## src/amms_pkg.sv

```systemverilog
// Shared types and constants for the running min/max/mean statistics block.
// No dependencies; every other file imports this package.
`default_nettype none

package amms_pkg;

	localparam int unsigned VALUE_W = 32;
	localparam int unsigned INDEX_W = 16;

	typedef struct packed {
		logic signed [VALUE_W-1:0] value;
		logic                      last;
	} item_t;

	typedef struct packed {
		logic signed [VALUE_W-1:0] mean;
		logic signed [VALUE_W-1:0] max_value;
		logic [INDEX_W-1:0]        max_idx;
		logic signed [VALUE_W-1:0] min_value;
		logic [INDEX_W-1:0]        min_idx;
		logic [VALUE_W-1:0]        value_range;
		logic                      overflow;
	} result_t;

	typedef enum logic [2:0] {
		S_IDLE,
		S_CMP_MAX,
		S_CMP_MIN,
		S_ADD,
		S_RANGE,
		S_ABS,
		S_DIV,
		S_SIGN
	} state_t;

endpackage

`default_nettype wire

```

## src/amms_if.sv

```systemverilog
// Valid/ready stream interfaces for the item input and the result output.
// Depends on amms_pkg for the payload types.
`default_nettype none

interface amms_item_if import amms_pkg::*; ();
	logic  valid;
	logic  ready;
	item_t data;

	modport source (output valid, output data, input ready);
	modport sink   (input valid, input data, output ready);
endinterface

interface amms_result_if import amms_pkg::*; ();
	logic    valid;
	logic    ready;
	result_t data;

	modport source (output valid, output data, input ready);
	modport sink   (input valid, input data, output ready);
endinterface

`default_nettype wire

```

## src/array_min_max_mean_stats.sv

```systemverilog
// Running min/max/mean statistics over a stream of signed 32-bit values.
// Depends on amms_pkg and the stream interfaces in amms_if.sv.
//
//   channel   dir   payload                                        beat when
//   -------   ---   --------------------------------------------   ------------------
//   item      in    value (s32), last                              valid && ready
//   result    out   mean, max/min value+index, value_range, ovf    valid && ready
//
// Sequencing: one adder of SW+1 bits (SW = 32 + clog2(MAX_ITEMS)) does every add,
// compare and subtract in turn. A discarded (overflowing) beat is only accepted,
// the first beat of an array is accepted and accumulated, every other beat goes
// through accept, max compare, min compare and accumulate. A last beat then adds
// range, magnitude, SW restoring division steps and sign.
// Reset: arst_n clears the sequencer, the statistics and the result valid.
// Stalls: the result sits in an output register; new beats are taken while it
// waits, and only the final sign step holds until that register is free.
`default_nettype none

module array_min_max_mean_stats import amms_pkg::*; #(
	parameter int unsigned MAX_ITEMS = 65536
) (
	input  wire logic      clk,
	input  wire logic      arst_n,
	amms_item_if.sink      item,
	amms_result_if.source  result
);

	// Widths follow from the item limit: the sum never wraps, the count can
	// hold the limit itself, positions stop one below it.
	localparam int unsigned SW  = VALUE_W + $clog2(MAX_ITEMS);
	localparam int unsigned AW  = SW + 1;
	localparam int unsigned CW  = $clog2(MAX_ITEMS + 1);
	localparam int unsigned PW  = $clog2(MAX_ITEMS);
	localparam int unsigned XW  = (PW > INDEX_W) ? PW : INDEX_W;
	localparam int unsigned SCW = $clog2(SW + 1);

	state_t state_q, state_d;

	logic signed [VALUE_W-1:0] val_q;
	logic                      last_q;
	logic signed [SW-1:0]      sum_q;
	logic signed [VALUE_W-1:0] max_q, min_q;
	logic [PW-1:0]             max_pos_q, min_pos_q;
	logic [CW-1:0]             cnt_q;
	logic                      ovf_q;
	logic [VALUE_W-1:0]        range_q;
	logic                      neg_q;
	logic [SW-1:0]             div_q;
	logic [CW-1:0]             rem_q;
	logic [SCW-1:0]            step_q;
	logic                      out_valid_q;
	result_t                   out_q;

	// Shared adder/subtractor
	logic [AW-1:0] alu_a, alu_b, alu_res;
	logic          alu_sub;

	logic          accept;
	logic          cnt_full, cnt_empty;
	logic          load_ok, load_out;
	logic [CW:0]   rem_shift;
	logic          qbit;

	function automatic logic [INDEX_W-1:0] sat_pos(input logic [PW-1:0] p);
		logic [XW-1:0] pe;
		pe = XW'(p);
		return (pe > XW'(16'hFFFF)) ? 16'hFFFF : pe[INDEX_W-1:0];
	endfunction

	assign accept    = item.valid && item.ready;
	assign cnt_full  = (cnt_q == CW'(MAX_ITEMS));
	assign cnt_empty = (cnt_q == '0);
	assign load_ok   = !out_valid_q || result.ready;
	assign load_out  = (state_q == S_SIGN) && load_ok;

	assign rem_shift = {rem_q, div_q[SW-1]};
	assign alu_res   = alu_a + (alu_sub ? ~alu_b : alu_b) + AW'(alu_sub);
	assign qbit      = !alu_res[AW-1];

	// Next state
	always_comb begin
		state_d = state_q;
		unique case (state_q)
			S_IDLE: begin
				if (accept) begin
					priority if (cnt_full)
						state_d = item.data.last ? S_RANGE : S_IDLE;
					else if (cnt_empty)
						state_d = S_ADD;
					else
						state_d = S_CMP_MAX;
				end
			end
			S_CMP_MAX: state_d = S_CMP_MIN;
			S_CMP_MIN: state_d = S_ADD;
			S_ADD:     state_d = last_q ? S_RANGE : S_IDLE;
			S_RANGE:   state_d = S_ABS;
			S_ABS:     state_d = S_DIV;
			S_DIV:     state_d = (step_q == SCW'(1)) ? S_SIGN : S_DIV;
			S_SIGN:    state_d = load_ok ? S_IDLE : S_SIGN;
			default:   state_d = S_IDLE;
		endcase
	end

	// Adder operand selection and handshake outputs
	always_comb begin
		alu_a   = '0;
		alu_b   = '0;
		alu_sub = 1'b0;
		unique case (state_q)
			S_CMP_MAX: begin
				// max - v < 0 means a new maximum
				alu_a   = {{(AW-VALUE_W){max_q[VALUE_W-1]}}, max_q};
				alu_b   = {{(AW-VALUE_W){val_q[VALUE_W-1]}}, val_q};
				alu_sub = 1'b1;
			end
			S_CMP_MIN: begin
				// v - min < 0 means a new minimum
				alu_a   = {{(AW-VALUE_W){val_q[VALUE_W-1]}}, val_q};
				alu_b   = {{(AW-VALUE_W){min_q[VALUE_W-1]}}, min_q};
				alu_sub = 1'b1;
			end
			S_ADD: begin
				alu_a = {sum_q[SW-1], sum_q};
				alu_b = {{(AW-VALUE_W){val_q[VALUE_W-1]}}, val_q};
			end
			S_RANGE: begin
				alu_a   = {{(AW-VALUE_W){max_q[VALUE_W-1]}}, max_q};
				alu_b   = {{(AW-VALUE_W){min_q[VALUE_W-1]}}, min_q};
				alu_sub = 1'b1;
			end
			S_ABS: begin
				// negate a negative sum, pass a positive one
				alu_b   = {sum_q[SW-1], sum_q};
				alu_sub = sum_q[SW-1];
			end
			S_DIV: begin
				alu_a   = AW'(rem_shift);
				alu_b   = AW'(cnt_q);
				alu_sub = 1'b1;
			end
			S_SIGN: begin
				alu_b   = AW'(div_q);
				alu_sub = neg_q;
			end
			default: ;
		endcase
	end

	assign item.ready   = (state_q == S_IDLE);
	assign result.valid = out_valid_q;
	assign result.data  = out_q;

	// Control and statistics
	always_ff @(posedge clk or negedge arst_n) begin
		if (!arst_n) begin
			state_q     <= S_IDLE;
			sum_q       <= '0;
			max_q       <= '0;
			min_q       <= '0;
			max_pos_q   <= '0;
			min_pos_q   <= '0;
			cnt_q       <= '0;
			ovf_q       <= 1'b0;
			neg_q       <= 1'b0;
			step_q      <= '0;
			out_valid_q <= 1'b0;
		end else begin
			state_q <= state_d;

			unique case (state_q)
				S_IDLE: begin
					if (accept) begin
						priority if (cnt_full) begin
							// drop the beat, flag it
							ovf_q <= 1'b1;
						end else if (cnt_empty) begin
							max_q     <= item.data.value;
							min_q     <= item.data.value;
							max_pos_q <= '0;
							min_pos_q <= '0;
						end else begin
							// later beats: the compare states update the extremes
						end
					end
				end
				S_CMP_MAX: begin
					if (alu_res[AW-1]) begin
						max_q     <= val_q;
						max_pos_q <= cnt_q[PW-1:0];
					end
				end
				S_CMP_MIN: begin
					if (alu_res[AW-1]) begin
						min_q     <= val_q;
						min_pos_q <= cnt_q[PW-1:0];
					end
				end
				S_ADD: begin
					sum_q <= alu_res[SW-1:0];
					cnt_q <= cnt_q + CW'(1);
				end
				S_ABS: begin
					neg_q  <= sum_q[SW-1];
					step_q <= SCW'(SW);
				end
				S_DIV: begin
					step_q <= step_q - SCW'(1);
				end
				S_SIGN: begin
					if (load_ok) begin
						// array done: back to the reset statistics
						sum_q     <= '0;
						max_q     <= '0;
						min_q     <= '0;
						max_pos_q <= '0;
						min_pos_q <= '0;
						cnt_q     <= '0;
						ovf_q     <= 1'b0;
					end
				end
				default: ;
			endcase

			priority if (load_out)
				out_valid_q <= 1'b1;
			else if (result.ready)
				out_valid_q <= 1'b0;
			else
				out_valid_q <= out_valid_q;
		end
	end

	// Datapath payload
	always_ff @(posedge clk) begin
		if (accept) begin
			val_q  <= item.data.value;
			last_q <= item.data.last;
		end
		if (state_q == S_RANGE)
			range_q <= alu_res[VALUE_W-1:0];
		if (state_q == S_ABS) begin
			div_q <= alu_res[SW-1:0];
			rem_q <= '0;
		end
		if (state_q == S_DIV) begin
			// restoring step: shift in next dividend bit, keep trial if non-negative
			div_q <= {div_q[SW-2:0], qbit};
			rem_q <= qbit ? alu_res[CW-1:0] : rem_shift[CW-1:0];
		end
		if (load_out) begin
			out_q.mean        <= alu_res[VALUE_W-1:0];
			out_q.max_value   <= max_q;
			out_q.max_idx     <= sat_pos(max_pos_q);
			out_q.min_value   <= min_q;
			out_q.min_idx     <= sat_pos(min_pos_q);
			out_q.value_range <= range_q;
			out_q.overflow    <= ovf_q;
		end
	end

endmodule

`default_nettype wire

```

## src/flat_wrapper.sv

```systemverilog
// flat-port wrapper written by rule: the top's interface ports become plain ports
module array_min_max_mean_stats_flat import amms_pkg::*;
#(
	parameter int unsigned MAX_ITEMS = 65536
)
  (clk, arst_n, item_valid, item_data, item_ready, result_valid, result_data, result_ready);
  amms_item_if item_i ();
  amms_result_if result_i ();
  input  wire logic clk;
  input  wire logic arst_n;
  input wire logic [$bits(item_i.valid)-1:0] item_valid;
  input wire logic [$bits(item_i.data)-1:0] item_data;
  output wire logic [$bits(item_i.ready)-1:0] item_ready;
  output wire logic [$bits(result_i.valid)-1:0] result_valid;
  output wire logic [$bits(result_i.data)-1:0] result_data;
  input wire logic [$bits(result_i.ready)-1:0] result_ready;
  assign item_i.valid = item_valid;
  assign item_i.data = item_data;
  assign item_ready = item_i.ready;
  assign result_valid = result_i.valid;
  assign result_data = result_i.data;
  assign result_i.ready = result_ready;
  array_min_max_mean_stats #(.MAX_ITEMS(MAX_ITEMS)) u_core (.clk(clk), .arst_n(arst_n), .item(item_i), .result(result_i));
endmodule
```

## config.mk

```make
export PLATFORM = sky130hd
export DESIGN_NAME = array_min_max_mean_stats_flat
export DESIGN_NICKNAME = d
export VERILOG_FILES = /design/src/amms_pkg.sv /design/src/amms_if.sv /design/src/array_min_max_mean_stats.sv /design/src/flat_wrapper.sv
export SDC_FILE = /design/constraint.sdc
export NUM_CORES = 1
export LEC_CHECK = 0
export ABC_AREA = 1
export CORE_MARGIN = 5
export CORE_UTILIZATION = 42
export DETAILED_ROUTE_END_ITERATION = 10
export DONT_BUFFER_PORTS = 1
export PLACE_DENSITY = 0.57
export SLEW_MARGIN = 20
export SYNTH_ARGS = -nofsm -noshare
export SYNTH_HDL_FRONTEND = slang
export SYNTH_SLANG_ARGS = --single-unit
```

## constraint.sdc

```tcl
create_clock -name clk -period 9.9 [get_ports clk]
set_input_delay 1.98 -clock clk [delete_from_list [all_inputs] [get_ports clk]]
set_output_delay 1.98 -clock clk [all_outputs]
set_load 0.02 [all_outputs]
```

-- Word level (Yosys, flattened, before mapping)
Index checks and enable logic that the tools add are counted.
- output and inout port bits: 163
- bits in registers: 464
- word-level logic and storage cells: 109
- input bits: 37
- add/sub/neg operators: 4
- bitwise gates (word level): 1
- order comparisons: 2
- multiplexer cells: 42
- equal/unequal tests: 16
- reductions and logical operators: 21
- operators with widths (kind ; count):
    case mux 49 bit (5 select lines) ; 1
    case mux 49 bit (4 select lines) ; 1
    case mux 32 bit (3 select lines) ; 2
    two-way mux 32 bit ; 5
    two-way mux 48 bit ; 3
    case mux 16 bit (3 select lines) ; 2
    case mux 48 bit (2 select lines) ; 1
    two-way mux 16 bit ; 5
    two-way mux 17 bit ; 4
    adder 49 x 1 -> 49 bit ; 1
    adder 49 bit ; 1
    two-way mux 49 bit ; 1
    NOT 49 bit ; 1
    case mux 17 bit (2 select lines) ; 1
    greater-than comparator 16 bit (second input constant) ; 2
    case mux 3 bit (8 select lines) ; 1
    adder 17 x 1 -> 17 bit (second input constant) ; 1
    equality test 17 bit (second input constant) ; 1
    logical NOT 17 bit ; 1
    two-way mux 3 bit ; 5
    equality test 3 bit (second input constant) ; 4
    case mux 6 bit (2 select lines) ; 1
    AND reduction 6 bit ; 2
    inequality test 2 bit (second input constant) ; 4
    other kinds (19) ; 35

-- Depth between registers and ports, before layout
- depth in word-level cells: 9
- depth in mapped cells: 27
- gate-level depth less buffers: 23

-- Worst setup path after synthesis
OpenSTA, ideal clock, no wires.
- path type: input port to flip-flop
- start point: in result_ready
- end point: reg u_core.cnt_q[16]
- setup time: 120 ps
- cell stages on the path: 15
- arrival time: 6102 ps
- slack: 3678 ps
- required time: 9780 ps
- path buffers: 0
- cell sequence: inv_1 > nand2_1 > inv_1 > nor2_4 > nor2_2 > nor3_2 > nand3_1 > nor2_1 > nand2_1 > nor2_1 > nand2_1 > nor2_1 > nand2_1 > o21ai_0 > nor2_1
- word-level cells in the longest chain between the ends: 3
- RTL lines (item ; RTL line ; source):
    start: declaration ; flat_wrapper.sv:16 ; input wire logic [$bits(result_i.ready)-1:0] result_ready;
    logical OR 1 bit ; array_min_max_mean_stats.sv:73 ; assign load_ok = !out_valid_q || result.ready;
    inequality test 2 x 1 -> 1 bit (no source line) ; - ;
    AND reduction 2 bit (no source line) ; - ;
    end signal: assignment ; array_min_max_mean_stats.sv:201 ; cnt_q <= cnt_q + CW'(1);
    end: declaration ; array_min_max_mean_stats.sv:44 ; logic [CW-1:0] cnt_q;
No other way between the ends.
A chain may end at the register's enable or synchronous reset.

-- Final worst setup path
- start point: reg u_core.state_q[1]
- end point: reg u_core.min_pos_q[10]
- word-level cells in the longest chain between the ends: 9
- elaborated cells between the ends (all ways): 28
- those cells by class: add/sub: 2; eq/ne: 12; mux: 5; bitwise: 1; reduce/logical: 8
- RTL lines (item ; RTL line ; source):
    start: declaration ; array_min_max_mean_stats.sv:37 ; state_t state_q, state_d;
    start signal: assignment ; array_min_max_mean_stats.sv:169 ; state_q <= state_d;
    equality test 3 x 2 -> 1 bit (tied with other cells) ; array_min_max_mean_stats.sv:110, array_min_max_mean_stats.sv:171 ;
    OR reduction 2 bit (no source line) ; - ;
    case mux 49 bit (5 select lines) ; array_min_max_mean_stats.sv:110 ; unique case (state_q)
    NOT 49 bit ; array_min_max_mean_stats.sv:77 ; assign alu_res = alu_a + (alu_sub ? ~alu_b : alu_b) + AW'(alu_sub);
    two-way mux 49 bit ; array_min_max_mean_stats.sv:77 ;
    adder 49 bit ; array_min_max_mean_stats.sv:77 ;
    adder 49 x 1 -> 49 bit ; array_min_max_mean_stats.sv:77 ;
    inequality test 2 x 1 -> 1 bit (no source line) ; - ;
    AND reduction 6 bit (no source line) ; - ;
    end signal: assignment ; array_min_max_mean_stats.sv:196 ; min_pos_q <= cnt_q[PW-1:0];
    end: declaration ; array_min_max_mean_stats.sv:43 ; logic [PW-1:0] max_pos_q, min_pos_q;
Several ways; a longest one is shown, not always the timed one.

==> flow_metrics.tcl <==
set metrics [dict create \
    status "finished clean" \
    path_cells "inv_2 -> nor2_1 -> nand2_2 -> inv_2 -> buf_4 -> buf_4 -> nand2_1 -> o2111ai_1 -> ha_1 -> a21oi_1 -> o21ai_0 -> a21oi_1 -> o21ai_0 -> nand2_1 -> nand3_1 -> xor2_4 -> nand2_4 -> nand2_2 -> nand2_1 -> nand2_1" \
    ant_nets 0 \
    grt-ovfl-total 0 \
    critPathKind "reg2reg" \
    top_layer "met5" \
    grt_max_degree 174 \
    hold_depth 0 \
    placed_area_mm2 0.0236 \
    min_period_ps 6710 \
    first_iter_violations 2227 \
    hold_viol_final 0 \
    yosysSeqAreaShare_pct 56.9 \
    drv_cap 0 \
    wl_met1_um 32200 \
    clk_root_buffer_cell "clkbuf_16" \
    core_area_mm2 0.0540 \
    r2r_slack_ps 3190 \
    synth_area_leader_cell "edfxtp_1" \
    fp.dieW_um 244 \
    hold_buffers 0 \
    die_h_um 244 \
    slew-limit-headroom_pct 21.0 \
    die_area_mm2 0.0595 \
    grt_pass1_wl_um 112000 \
    routed_wirelength_um 74600 \
    gp_congestion 0.960 \
    clock-sinks 464 \
    antenna_found_initial 4 \
    slowest_stage "nand2_2" \
    layout.nets 2463 \
    rsz0062_at_grt "false" \
    finClkSkew_ps 28.5 \
    viasPerCell 5.82 \
    area_growth_pct 10.1 \
    finalCritPeriodShare_pct 67.8 \
    synth-edff-count 291 \
    tightest_slew_ps 1180 \
    num_io_pins 200 \
    reg2reg_from "u_core.state_q[1]$_DFFE_PN0N_" \
    ctsResizeCount 0 \
    avgSynthCellArea_um2 9.56 \
    row_count 85 \
    drive_gt1_share_pct 6.25 \
    ys_types 56 \
    min_from "u_core.range_q[21]$_DFFE_PP_" \
    path_clk_slew_ps 60 \
    r2r-end "u_core.min_pos_q[10]$_DFFE_PN0P_" \
    mostFrequentLayoutCells "589 x nand2_1, 291 x edfxtp_1, 242 x inv_1, 173 x dfrtp_1, 149 x o21ai_0" \
    final_area_mm2 0.0253 \
    final_common_cell "nand2_1" \
    worst_setup_path_end_kind "flop" \
    initial_core_util_pct 42.5 \
    r2r_cells 20 \
    grt_usage_pct 24.4 \
    fmax_mhz 149 \
    worstPathArrival_ps 7240 \
    synthArstFlopShare_pct 37.3 \
    hold_class "reg2reg" \
    dr_wl_met2_um 32500 \
    cts_buffers 51 \
    dp_cells 3017 \
    cp_max_fo 48 \
    synth_nets 2493 \
    crit_family "simple AND/OR/NAND/NOR gates" \
    required_ps 10430 \
    final_cell_count_no_fill 3112 \
    finalCoreUtilization_pct 46.8 \
    crit_top_cell "nand2_1" \
    ys.flop_type "edfxtp_1" \
    critPathMaxStageDelay_ps 960 \
    avgRoutedWirePerCell_um 24.0 \
    worstHoldEndpoint "u_core.result.data[22]$_DFFE_PP_" \
    vias 18100 \
    syn_inst 2404 \
    clk_latency_ps 610 \
    finalSetupTns_ps 0 \
    hpwl_um 52800 \
    synth-seq-cells 464 \
    grt_pass1_vias 17400 \
    dr.pass1.iters 6 \
    synth.top_cell.area_share_pct 38.0 \
    cts_max_path_buffers 3 \
    cts_tree "yes" \
    drv_slew 0 \
    wl_met3_um 7610 \
    path_buf_inv 4 \
    critPathLaunchType "flop" \
    syn_area_mm2 0.0230 \
    diodes 0 \
    ys_warn_count 0 \
    drc_errors 0 \
    htree_num_levels 2 \
    postCtsSetupBuffers 0 \
    setup_violations 0 \
    synth.area.top_cells "edfxtp_1 38%, dfrtp_1 19%, nand2_1 9.7%, inv_1 4.0%, o21ai_0 3.2%" \
    io_buffers 0 \
]
[cell families (layout without fill, tap and decap cells)]
group           Yosys count  after routing  synth area share [%]
xor+xnor                 77             77                  3.18
flops                   464            464                  56.9
compound gates          470            470                  12.7
fa+ha+maj                52             52                  2.86
simple gates            980            980                  18.1
buf+inv                 361            373                  6.23
[synth_stat cells, drive strengths merged (35+ instances only)]
cell type,n
nor2,137
inv,253
o22ai,63
xor2,60
ha,51
nand2,603
a21oi,95
o21ai,152
edfxtp,291
dfrtp,173
clkbuf,74
nand3,150
a22oi,35
nand4,48
[layout make-up]
class,instances,area (µm²)
Clock buffer,65,1350
Clock inverter,30,345
Fill cell,5156,28700
Inverter,256,965
Multi-Input combinational cell,1579,8530
Sequential cell,464,13100
Tap cell,696,871
Timing Repair Buffer,22,178
[sequential cells by signal, summed over array words and instances, names as in the netlist]
| register | count |
|---|---|
| u_core.result.valid | 1 |
| u_core.max_pos_q | 16 |
| u_core.result.data | 161 |
| u_core.min_q | 32 |
| u_core.val_q | 32 |
| u_core.step_q | 6 |
| u_core.cnt_q | 17 |
| u_core.ovf_q | 1 |
| u_core.range_q | 32 |
| u_core.min_pos_q | 16 |
| u_core.max_q | 32 |
| u_core.div_q | 48 |
| u_core.sum_q | 48 |
| u_core.neg_q | 1 |
| u_core.last_q | 1 |
| u_core.rem_q | 17 |
| u_core.state_q | 3 |
[worst max-delay path by stage]
| stage | start | to | slack [ps] | depth (start not counted) |
|---|---|---|---|---|
| after detailed placement | u_core.state_q[1]$_DFFE_PN0N_ | u_core.min_q[15]$_DFFE_PN0P_ | 3290 | 22 |
| after global placement | u_core.state_q[2]$_DFFE_PN0N_ | u_core.max_q[2]$_DFFE_PN0P_ | 3460 | 21 |
| after floorplan | result_ready | u_core.cnt_q[16]$_DFFE_PN0P_ | 3680 | 15 |
| after CTS | u_core.state_q[1]$_DFFE_PN0N_ | u_core.max_q[20]$_DFFE_PN0P_ | 3270 | 22 |
| final | u_core.state_q[1]$_DFFE_PN0N_ | u_core.min_pos_q[10]$_DFFE_PN0P_ | 3190 | 20 |
| after global routing | u_core.state_q[1]$_DFFE_PN0N_ | u_core.max_q[4]$_DFFE_PN0P_ | 2730 | 22 |
[per-layer routing]
layer,up-vias,GRT usage [%]
met5,-,0
met4,6,7.12
met3,142,7.05
met2,887,36.7
met1,8802,34.7
li1,8263,-
[per-stage QoR]
step	hold slack, ps	setup WS (ps)
2_1_floorplan	400	3680
3_3_place_gp	402	3460
3_5_place_dp	405	3290
4_1_cts	416	3270
5_1_grt	420	2730
6_report	418	3190
Power is not shown: default switching activity piles up to over one toggle a cycle in this logic, so the estimate is an artifact.
